[src/sv/perturbed_distance_error_sum_unit_defines.svh]
// assertion macros used by the top-level rtl file
`ifndef PERTURBED_DISTANCE_ERROR_SUM_UNIT_DEFINES_SVH
`define PERTURBED_DISTANCE_ERROR_SUM_UNIT_DEFINES_SVH
`ifndef SYNTHESIS
`define PDES_ASSERT(name, prop, msg) \
  name: assert property (@(posedge clk_i) disable iff (!rst_ni) (prop)) else $error(msg);
`define PDES_ASSERT_NEXT(name, ante, cons, msg) \
  name: assert property (@(posedge clk_i) disable iff (!rst_ni) (ante) |=> (cons)) \
    else $error(msg);
`else
`define PDES_ASSERT(name, prop, msg)
`define PDES_ASSERT_NEXT(name, ante, cons, msg)
`endif
`endif

[src/sv/pdes_pkg.sv]
`default_nettype none
package pdes_pkg;

  localparam int unsigned FIELD_W    = 32;
  localparam int unsigned SUM_W      = 64;
  localparam int unsigned APB_DATA_W = 32;
  localparam int unsigned APB_ADDR_W = 3;

  // register index, taken from the word address bit
  localparam logic REG_STEP_SIZE = 1'b0;

  typedef enum logic [2:0] {
    ST_IDLE,
    ST_MUL_D2,
    ST_MUL_P,
    ST_RAD,
    ST_SQRT,
    ST_DIFF,
    ST_MUL_E,
    ST_ACC
  } state_e;

  typedef struct packed {
    logic load;
    logic cap_d2;
    logic cap_p;
    logic rad_init;
    logic sqrt_step;
    logic cap_diff;
    logic cap_e;
    logic acc;
  } cmd_t;

  typedef struct packed {
    logic skip;
    logic last;
    logic out_busy;
  } status_t;

endpackage
`default_nettype wire

[src/sv/pdes_ctrl.sv]
`default_nettype none
module pdes_ctrl import pdes_pkg::*; #(
  parameter int unsigned WORD_BITS = 32
) (
  input  logic    clk_i,
  input  logic    rst_ni,
  input  logic    in_valid_i,
  input  status_t status_i,
  output logic    in_stall_o,
  output cmd_t    cmd_o
);

  localparam int unsigned CNT_W = $clog2(WORD_BITS);
  localparam logic [CNT_W-1:0] CNT_LAST = CNT_W'(WORD_BITS - 1);

  state_e state_q, state_d;
  logic [CNT_W-1:0] cnt_q, cnt_d;
  logic emit_blocked;

  // a closing transaction waits while the previous sum is still unread
  assign emit_blocked = status_i.last && status_i.out_busy;

  always_ff @(posedge clk_i or negedge rst_ni) begin
    if (!rst_ni) begin
      state_q <= ST_IDLE;
      cnt_q   <= '0;
    end else begin
      state_q <= state_d;
      cnt_q   <= cnt_d;
    end
  end

  always_comb begin
    state_d = state_q;
    cnt_d   = cnt_q;
    unique case (state_q)
      ST_IDLE: begin
        if (in_valid_i) state_d = ST_MUL_D2;
      end
      ST_MUL_D2: begin
        if (status_i.skip) state_d = ST_ACC;
        else state_d = ST_MUL_P;
      end
      ST_MUL_P: state_d = ST_RAD;
      ST_RAD: begin
        state_d = ST_SQRT;
        cnt_d   = '0;
      end
      ST_SQRT: begin
        if (cnt_q == CNT_LAST) state_d = ST_DIFF;
        else cnt_d = cnt_q + 1'b1;
      end
      ST_DIFF:  state_d = ST_MUL_E;
      ST_MUL_E: state_d = ST_ACC;
      ST_ACC: begin
        if (!emit_blocked) state_d = ST_IDLE;
      end
      default: state_d = ST_IDLE;
    endcase
  end

  always_comb begin
    cmd_o           = '0;
    in_stall_o      = (state_q != ST_IDLE);
    cmd_o.load      = (state_q == ST_IDLE) && in_valid_i;
    cmd_o.cap_d2    = (state_q == ST_MUL_D2);
    cmd_o.cap_p     = (state_q == ST_MUL_P);
    cmd_o.rad_init  = (state_q == ST_RAD);
    cmd_o.sqrt_step = (state_q == ST_SQRT);
    cmd_o.cap_diff  = (state_q == ST_DIFF);
    cmd_o.cap_e     = (state_q == ST_MUL_E);
    cmd_o.acc       = (state_q == ST_ACC) && !emit_blocked;
  end

endmodule
`default_nettype wire

[src/sv/pdes_dpath.sv]
`default_nettype none
module pdes_dpath import pdes_pkg::*; #(
  parameter int unsigned WORD_BITS = 32
) (
  input  logic                 clk_i,
  input  logic                 rst_ni,
  input  cmd_t                 cmd_i,
  output status_t              status_o,
  input  logic [WORD_BITS-1:0] step_i,
  input  logic [FIELD_W-1:0]   dist_now_i,
  input  logic [FIELD_W-1:0]   dist_goal_i,
  input  logic [FIELD_W-1:0]   own_coord_i,
  input  logic [FIELD_W-1:0]   other_coord_i,
  input  logic                 skip_item_i,
  input  logic                 last_item_i,
  output logic                 out_valid_o,
  input  logic                 out_stall_i,
  output logic [SUM_W-1:0]     error_sum_o
);

  localparam int unsigned W      = WORD_BITS;
  localparam int unsigned DW     = 2 * WORD_BITS;
  localparam int unsigned MUL_W  = WORD_BITS + 2;
  localparam int unsigned PROD_W = 2 * MUL_W;

  logic [W-1:0]    dnow_q, dgoal_q, own_q, other_q;
  logic            skip_q, last_q;
  logic [W-1:0]    sm_q;
  logic [W+1:0]    qm_q;
  logic            neg_q;
  logic [DW-1:0]   d2_q;
  logic [DW+1:0]   p_q;
  logic [DW-1:0]   rad_q;
  logic [W+1:0]    rem_q;
  logic [W-1:0]    root_q;
  logic [W-1:0]    diff_q;
  logic [DW-1:0]   e_q;
  logic [DW-1:0]   sum_q;
  logic [DW-1:0]   out_q;
  logic            out_valid_q;

  // gap and step terms, two's complement
  logic [W:0]      gap;
  logic [W+2:0]    sum2;
  logic [W+2:0]    sum2_abs;
  logic [W-1:0]    step_abs;

  logic [MUL_W-1:0]  mul_a, mul_b;
  logic [PROD_W-1:0] prod;

  logic [DW+1:0]   rad_lo;
  logic [DW-1:0]   rad;

  logic [W+1:0]    rem_sh;
  logic [W+1:0]    trial;
  logic            take;

  logic [DW:0]     sum_add;
  logic [DW-1:0]   sum_new;

  assign gap      = {own_q[W-1], own_q} - {other_q[W-1], other_q};
  assign sum2     = {gap[W], gap, 1'b0} + {{3{step_i[W-1]}}, step_i};
  assign sum2_abs = sum2[W+2] ? (~sum2 + 1'b1) : sum2;
  assign step_abs = step_i[W-1] ? (~step_i + 1'b1) : step_i;

  // one shared multiplier, operands picked by the active step
  always_comb begin
    priority if (cmd_i.cap_p) begin
      mul_a = MUL_W'(sm_q);
      mul_b = qm_q;
    end else if (cmd_i.cap_e) begin
      mul_a = MUL_W'(diff_q);
      mul_b = MUL_W'(diff_q);
    end else begin
      mul_a = MUL_W'(dnow_q);
      mul_b = MUL_W'(dnow_q);
    end
  end
  assign prod = mul_a * mul_b;

  // radicand: d^2 plus or minus step*(2*gap+step), clamped both ways
  assign rad_lo = {2'b00, d2_q} + p_q;
  always_comb begin
    if (!neg_q) begin
      rad = (rad_lo[DW+1:DW] != 2'b00) ? {DW{1'b1}} : rad_lo[DW-1:0];
    end else if (p_q > {2'b00, d2_q}) begin
      rad = '0;
    end else begin
      rad = d2_q - p_q[DW-1:0];
    end
  end

  // restoring root, one result bit per cycle
  assign rem_sh = {rem_q[W-1:0], rad_q[DW-1:DW-2]};
  assign trial  = {root_q, 2'b01};
  assign take   = (rem_sh >= trial);

  assign sum_add = {1'b0, sum_q} + {1'b0, e_q};
  always_comb begin
    if (skip_q) sum_new = sum_q;
    else if (sum_add[DW]) sum_new = {DW{1'b1}};
    else sum_new = sum_add[DW-1:0];
  end

  always_ff @(posedge clk_i) begin
    if (cmd_i.load) begin
      dnow_q  <= dist_now_i[W-1:0];
      dgoal_q <= dist_goal_i[W-1:0];
      own_q   <= own_coord_i[W-1:0];
      other_q <= other_coord_i[W-1:0];
      skip_q  <= skip_item_i;
      last_q  <= last_item_i;
    end
    if (cmd_i.cap_d2) begin
      d2_q  <= prod[DW-1:0];
      sm_q  <= step_abs;
      qm_q  <= sum2_abs[W+1:0];
      neg_q <= step_i[W-1] ^ sum2[W+2];
    end
    if (cmd_i.cap_p) p_q <= prod[DW+1:0];
    if (cmd_i.rad_init) begin
      rad_q  <= rad;
      rem_q  <= '0;
      root_q <= '0;
    end else if (cmd_i.sqrt_step) begin
      rad_q  <= {rad_q[DW-3:0], 2'b00};
      rem_q  <= take ? (rem_sh - trial) : rem_sh;
      root_q <= {root_q[W-2:0], take};
    end
    if (cmd_i.cap_diff) begin
      diff_q <= (dgoal_q >= root_q) ? (dgoal_q - root_q) : (root_q - dgoal_q);
    end
    if (cmd_i.cap_e) e_q <= prod[DW-1:0];
    if (cmd_i.acc && last_q) out_q <= sum_new;
  end

  always_ff @(posedge clk_i or negedge rst_ni) begin
    if (!rst_ni) begin
      sum_q       <= '0;
      out_valid_q <= 1'b0;
    end else begin
      if (cmd_i.acc) sum_q <= last_q ? '0 : sum_new;
      if (cmd_i.acc && last_q) out_valid_q <= 1'b1;
      else if (out_valid_q && !out_stall_i) out_valid_q <= 1'b0;
    end
  end

  assign status_o.skip     = skip_q;
  assign status_o.last     = last_q;
  assign status_o.out_busy = out_valid_q && out_stall_i;
  assign out_valid_o       = out_valid_q;
  assign error_sum_o       = SUM_W'(out_q);

endmodule
`default_nettype wire

[src/sv/perturbed_distance_error_sum_unit.sv]
// a closing transaction passes the d^2, product, radicand, root, difference and square
// states and accumulate before error_sum_o is valid; a skipped one skips to accumulate
// input stalls until a transaction is done; the root unit settles one result bit per cycle
// the result sits in an output register, so a new transaction is taken while it waits
// reset clears the running sum, step_size and all control; no clearing pass
`default_nettype none
`include "perturbed_distance_error_sum_unit_defines.svh"
module perturbed_distance_error_sum_unit import pdes_pkg::*; #(
  parameter int unsigned WORD_BITS = 32
) (
  input  logic                  clk_i,
  input  logic                  rst_ni,
  input  logic                  psel,
  input  logic                  penable,
  input  logic                  pwrite,
  input  logic [APB_ADDR_W-1:0] paddr,
  input  logic [APB_DATA_W-1:0] pwdata,
  output logic [APB_DATA_W-1:0] prdata,
  output logic                  pready,
  input  logic                  in_valid_i,
  output logic                  in_stall_o,
  input  logic [FIELD_W-1:0]    dist_now_i,
  input  logic [FIELD_W-1:0]    dist_goal_i,
  input  logic [FIELD_W-1:0]    own_coord_i,
  input  logic [FIELD_W-1:0]    other_coord_i,
  input  logic                  skip_item_i,
  input  logic                  last_item_i,
  output logic                  out_valid_o,
  input  logic                  out_stall_i,
  output logic [SUM_W-1:0]      error_sum_o
);

  logic [WORD_BITS-1:0] step_q;
  logic                 step_we;
  logic                 reg_sel;
  cmd_t                 cmd;
  status_t              status;

  assign reg_sel = (paddr[APB_ADDR_W-1] == REG_STEP_SIZE);
  assign step_we = psel && penable && pwrite && reg_sel;
  assign pready  = 1'b1;
  assign prdata  = reg_sel ? APB_DATA_W'(step_q) : '0;

  always_ff @(posedge clk_i or negedge rst_ni) begin
    if (!rst_ni) begin
      step_q <= '0;
    end else if (step_we) begin
      step_q <= pwdata[WORD_BITS-1:0];
    end
  end

  pdes_ctrl #(
    .WORD_BITS (WORD_BITS)
  ) u_ctrl (
    .clk_i      (clk_i),
    .rst_ni     (rst_ni),
    .in_valid_i (in_valid_i),
    .status_i   (status),
    .in_stall_o (in_stall_o),
    .cmd_o      (cmd)
  );

  pdes_dpath #(
    .WORD_BITS (WORD_BITS)
  ) u_dpath (
    .clk_i         (clk_i),
    .rst_ni        (rst_ni),
    .cmd_i         (cmd),
    .status_o      (status),
    .step_i        (step_q),
    .dist_now_i    (dist_now_i),
    .dist_goal_i   (dist_goal_i),
    .own_coord_i   (own_coord_i),
    .other_coord_i (other_coord_i),
    .skip_item_i   (skip_item_i),
    .last_item_i   (last_item_i),
    .out_valid_o   (out_valid_o),
    .out_stall_i   (out_stall_i),
    .error_sum_o   (error_sum_o)
  );

  `PDES_ASSERT(a_busy_in_root, cmd.sqrt_step |-> in_stall_o, "root step while input open")
  `PDES_ASSERT(a_emit_source, $rose(out_valid_o) |-> $past(cmd.acc && status.last), "stray result")
  `PDES_ASSERT_NEXT(a_one_at_a_time, cmd.load, !cmd.load, "back to back load")

endmodule
`default_nettype wire

[config.mk]
export PLATFORM = sky130hd
export DESIGN_NAME = perturbed_distance_error_sum_unit
export DESIGN_NICKNAME = d
export VERILOG_FILES = /design/src/sv/pdes_pkg.sv /design/src/sv/pdes_ctrl.sv /design/src/sv/pdes_dpath.sv /design/src/sv/perturbed_distance_error_sum_unit.sv
export VERILOG_INCLUDE_DIRS = /design/src /design/src/sv
export SDC_FILE = /design/constraint.sdc
export NUM_CORES = 2
export LEC_CHECK = 0
export BUFFER_PORTS_ARGS = -buffer_cell sky130_fd_sc_hd__buf_2
export CAP_MARGIN = 20
export CORE_MARGIN = 2
export CORE_UTILIZATION = 55
export CTS_CLUSTER_DIAMETER = 120
export CTS_CLUSTER_SIZE = 16
export DETAILED_ROUTE_END_ITERATION = 6
export GPL_ROUTABILITY_DRIVEN = 0
export PLACE_DENSITY = 0.72
export SETUP_SLACK_MARGIN = 0.5
export SYNTH_ARGS = -nofsm -noshare
export SYNTH_HDL_FRONTEND = slang
export SYNTH_SLANG_ARGS = --single-unit
export TNS_END_PERCENT = 1
[constraint.sdc]
create_clock -name clk_i -period 14.2 [get_ports clk_i]
set_clock_uncertainty 0.05 [all_clocks]
set_input_delay 0.71 -clock clk_i [delete_from_list [all_inputs] [get_ports clk_i]]
set_output_delay 0.71 -clock clk_i [all_outputs]
set_load 0.05 [all_outputs]
After elaboration in Yosys (flattened, before gate mapping)
Cells that the tools add are included.
Widths: inputs -> output; s select.

operators by class
  order comparisons = 3
  bitwise logic cells = 4
  multiplexer cells = 25
  equality and inequality tests = 12
  $add $sub $neg = 11
  reduce and logical (&&, ||, !) cells = 18
  $mul = 1

operator list
  cell                   number
  $mux 64                8
  $mux 32                5
  $sub 32x32->32         3
  $mux 34                2
  $add 64x66->66         1
  $gt 66x64->1           1
  $mul 32x34->66         1
  $add 64x64->65         1
  $sub 64x64->64         1
  $add 34x32->35         1
  $add 34x1->34 const B  1
  $ge 34x34->1           1
  $not 34->34            1
  $sub 32x32->33         1
  $add 32x1->32 const B  1
  $ge 32x32->1           1
  $not 32->32            1
  $mux 31                1
  $pmux 3 s8             1
  $eq 3x3->1 const B     4
  $mux 3                 4
  $pmux 5 s2             1
  $logic_and 1x1->1      9
  $eq 3x2->1 const B     2
  15 further kinds       21

storage, ports and cells
  bits of input ports = 172
  register bits after elaboration = 720
  word-level logic and storage cells = 97

Logic depth before layout (Yosys ltp)
  word-level depth = 6
  mapped depth = 36
  mapped depth without buffers = 33

By module
From an unflattened synthesis, not the netlist that was laid out.

unflattened totals
  cell total of the unflattened synthesis = 9226
  area, all modules = 84058.1 um^2

by module, submodules not included
  module                             cells each  area each (um^2)  sequential area each (um^2)  times used
  pdes_dpath                         9063        81989.9           19423.6                      1
  perturbed_distance_error_sum_unit  105         1554.0            800.8                        1
  pdes_ctrl                          58          514.2             200.2                        1

Worst setup path before layout
OpenSTA, ideal clock, no wires.

  kind = register to register
  start = register u_ctrl.state_q[2]
  end = register u_dpath.d2_q[0] (enable)
  cell stages (with the launch flop) = 5
  clock period less this slack = 11296 ps
  arrival = 10441 ps
  slack = 2904 ps
  cell sequence = dfrtp_1 clkbuf_1 clkbuf_1 buf_1 nor3b_1

on the way
  word-level cells in the longest chain between the ends = 1

ends and longest elaborated chain
  item                    line               RTL
  start, declared         pdes_ctrl.sv:16    state_e state_q, state_d;
  start signal, assigned  pdes_ctrl.sv:28    state_q <= state_d;
  $eq 3x1->1              pdes_ctrl.sv:66    cmd_o.cap_d2 = (state_q == ST_MUL_D2);
  end signal, assigned    pdes_dpath.sv:115  d2_q <= prod[DW-1:0];
  end, declared           pdes_dpath.sv:31   logic [DW-1:0] d2_q;

Every way passes these cells.
A chain may end at the register's enable or synchronous reset.

Final worst setup path
  start = register u_ctrl.state_q[1]
  end = register u_dpath.p_q[63] (data pin)

on the way
  word-level cells in the longest chain between the ends = 4
  elaborated cells between the ends (all ways) = 6

ends and longest elaborated chain
  item                                       line               RTL
  $eq 3x3->1                                 pdes_ctrl.sv:71    cmd_o.cap_e = (state_q == ST_MUL_E);
  $mux 32                                    pdes_dpath.sv:71   end else if (cmd_i.cap_e) begin
  $mux 32 / $mux 34 (equally long branches)  pdes_dpath.sv:68   priority if (cmd_i.cap_p) begin
  $mul 32x34->66 (*)                         pdes_dpath.sv:79   assign prod = mul_a * mul_b;
  named net u_dpath.prod[63]                 pdes_dpath.sv:49   logic [PROD_W-1:0] prod;
  end signal, assigned                       pdes_dpath.sv:120  if (cmd_i.cap_p) p_q <= prod[DW+1:0];
  end, declared                              pdes_dpath.sv:32   logic [DW+1:0] p_q;

The timed path passes the listed nets; every way through them passes the cells marked *.

==> flow_summary_export.csv <==
group,metric,value,unit
clocking,clkTransAtPathRegs,0.07,ns
synth,synth_area_leader_cell,"fa_1",
synth,yosysMostFrequentCell,"inv_1",
grt,overflow,0,
synth,synth_top_family_by_area,"adder cells",
flow_run,drv_cap,0,
clocking,cts_root_buf,"clkbuf_16",
synth,synth_edf_count,550,
clocking,clock_path_buffers,3,
sta,slew_viol_final,0,
detailed_routing,wl,266000,um
sta,rsz0062_at_grt,"false",
grt,grt_usage,0.347,
detailed_routing,drt_iter0_markers,7779,
grt,grt_pass1_vias,69000,
detailed_routing,num_vias,68800,
synth,synth_compound_area_frac,0.161,
synth,synth.area.mux_share,0.0101,
worst_setup_path,crit_slowest_cell,"o22ai_2",
clocking,cts_hold_buf,0,
clocking,numCtsBuffers,52,
final_layout,area_growth,6.33,%
placement,dp.cells,11000,
worst_setup_path,max_stage_delay,0.99,ns
synth,synthArstFlopShare,0.146,
synth,synthTopCellsByArea,"fa_1, edfxtp_1, ha_1",
outcome,status,"finished with violations",
worst_setup_path,start_kind,"flop",
floorplan,die_h,391,um
grt,grt_pass1_wl,404000,um
final_layout,final_util,0.587,
worst_setup_path,crit_fanout,149,
worst_setup_path,path_common_cell,"fa_1",
grt,grt_start_max_net_pins,150,
clocking,cts_tree,"done",
sta,relSlewSlack,0.155,
sta,max_freq,0.0839,GHz
sta,tns,0,ns
clocking,htree_levels,2,
floorplan,die_w,391,um
detailed_routing,postRouteAntennaNets,0,
sta,setup_violations,0,
final_layout,drive_gt1_frac,0.0676,
sta,fin_crit,11.92,ns
final_layout,instances_no_fill,11100,
synth,ys_top_cells_by_count,"inv_1, nand2_1, fa_1",
synth,synth-seq-cells,719,
synth,synthCells,8962,
outcome,violations,"design-rule violations",
final_layout,nFillCells,12900,
detailed_routing,drt-pass1-iter-count,7,
sta,layout_setup_ws,2.28,ns
synth,synthAdderAreaFrac,0.338,
worst_setup_path,critPathCaptureType,"flop",
synth,synth_ff_type,"edfxtp_1",
detailed_routing,routed_via_density,6.22,
detailed_routing,wl_per_cell,24.1,um
detailed_routing,drc,88,
grt,antenna_found_initial,16,
worst_hold_path,min_path_type,"primary input to asynchronous set/reset pin",
synth,synth-simple-area-share,0.129,
sta,worst_pin_slew,1.27,ns
placement,place_hpwl,204000,um
floorplan,initial_core_util,0.552,
synth,netlist.area_leader.share,0.234,
clocking,post_cts_resized,0,
sta,period_share,0.839,
synth,netlist_area,82500,um2
sta,finalHoldViolCount,0,
synth,synth-xor-area-share,0.0344,
clocking,clk-insertion-delay-late,0.69,ns
floorplan,rows,142,
synth,avgSynthCellArea,9.21,um2
synth,synthesis.nets,10800,
floorplan,core,149000,um2
clocking,post-cts-setup-buffers,0,
placement,pre_cts_slack,2.62,ns
final_layout,fin_nets,10800,
worst_setup_path,path_class,"flop to flop",
synth,ys_types,97,
clocking,cts.sinks,719,
floorplan,die-area,153000,um2
worst_setup_path,worstRegToRegCells,33,
worst_setup_path,cp_data_arrival_time,12.27,ns
synth,yosysWarnings,0,
worst_setup_path,regToRegSetupSlack,2.28,ns
worst_setup_path,r2r-start,"u_ctrl.state_q[1]",
placement,portBuffers,267,
worst_setup_path,required,14.56,ns
worst_setup_path,timing.rr.end,"u_dpath.p_q[63]",
synth,synth-seq-area-share,0.248,
floorplan,ioPinCount,271,
[area by class of cell]
class,count,area [um2],area share
clock inverter,4,57.6,0.000656
timing repair buffer,415,2500,0.0284
tap,2016,2520,0.0287
clock buffer,94,1500,0.0171
sequential,719,20400,0.233
multi-input combinational,6487,55800,0.636
antenna,10,25.0,0.000285
inverter,1318,4950,0.0564
[state kept, by name (all words and copies together), names as in the netlist, 34 cells and up]
register             flops
u_dpath.e_q             64
u_dpath.error_sum_o     64
u_dpath.rad_q           64
u_dpath.qm_q            34
u_dpath.d2_q            64
u_dpath.p_q             66
u_dpath.sum_q           64
[routing by layer]
layer | vias to the layer above | track usage | share of wire
met5 | - | 0.0105 | 0.0015
met4 | 27 | 0.220 | 0.082
met3 | 1101 | 0.124 | 0.13
met2 | 4359 | 0.514 | 0.42
met1 | 33200 | 0.429 | 0.36
li1 | 30100 | - | -
[worst max-delay path by stage]
stage | slack, ns | cells past startpoint | endpoint | start
global route | 1.91 | 33 | u_dpath.p_q[63] | u_ctrl.state_q[1]
floorplan | 2.90 | 4 | u_dpath.d2_q[0] | u_ctrl.state_q[2]
finish | 2.28 | 33 | u_dpath.p_q[63] | u_ctrl.state_q[1]
global placement | 2.68 | 28 | u_dpath.e_q[60] | u_ctrl.state_q[1]
detailed placement | 2.62 | 28 | u_dpath.e_q[56] | u_ctrl.state_q[1]
CTS | 2.56 | 28 | u_dpath.e_q[56] | u_ctrl.state_q[1]
[metrics by stage]
step	cell area (um2)	hold WS (ns)
finish	87700	0.00277
global route	87700	0.0437
CTS	87700	0.00641
detailed placement	86100	0.416
global placement	86100	0.407
floorplan	82500	0.364
[worst max-delay path, delay by kind of cell (launching register included)]
kind	cells	cell delay, ns
compound gates	11	4.09
flops	1	0.63
simple gates	4	0.85
buf+inv	8	1.06
fa+ha+maj	9	4.30
xor+xnor	1	0.40
[layout by cell type, fill, tap and decap left out, types with 85 or more instances in the layout]
cell type and n:
buf_2 266, buf_4 144, inv_1 1310, a21oi_1 538, nor2b_1 143, o21ai_0 355, edfxtp_1 550, xnor2_1 247
fa_1 963, o22ai_1 85, dfrtp_1 104, o21bai_1 97, a21o_1 194, nand2_1 985, nand3_1 87, ha_1 686
nor2_1 797
[cell families (layout without fill, tap and decap cells)]
family                     count (synthesis)  count (layout)
other                                      1              11
xor gates and xnor gates                 324             324
muxes                                     78              78
DFF                                      719             719
AOI/OAI and AO/OA                       2002            2002
buffers and inverters                   1756            1831
adders and majority gates               1649            1649
and+or+nand+nor                         2433            2433
Power is not shown: default switching activity piles up to over one toggle a cycle in this logic, so the estimate is an artifact.
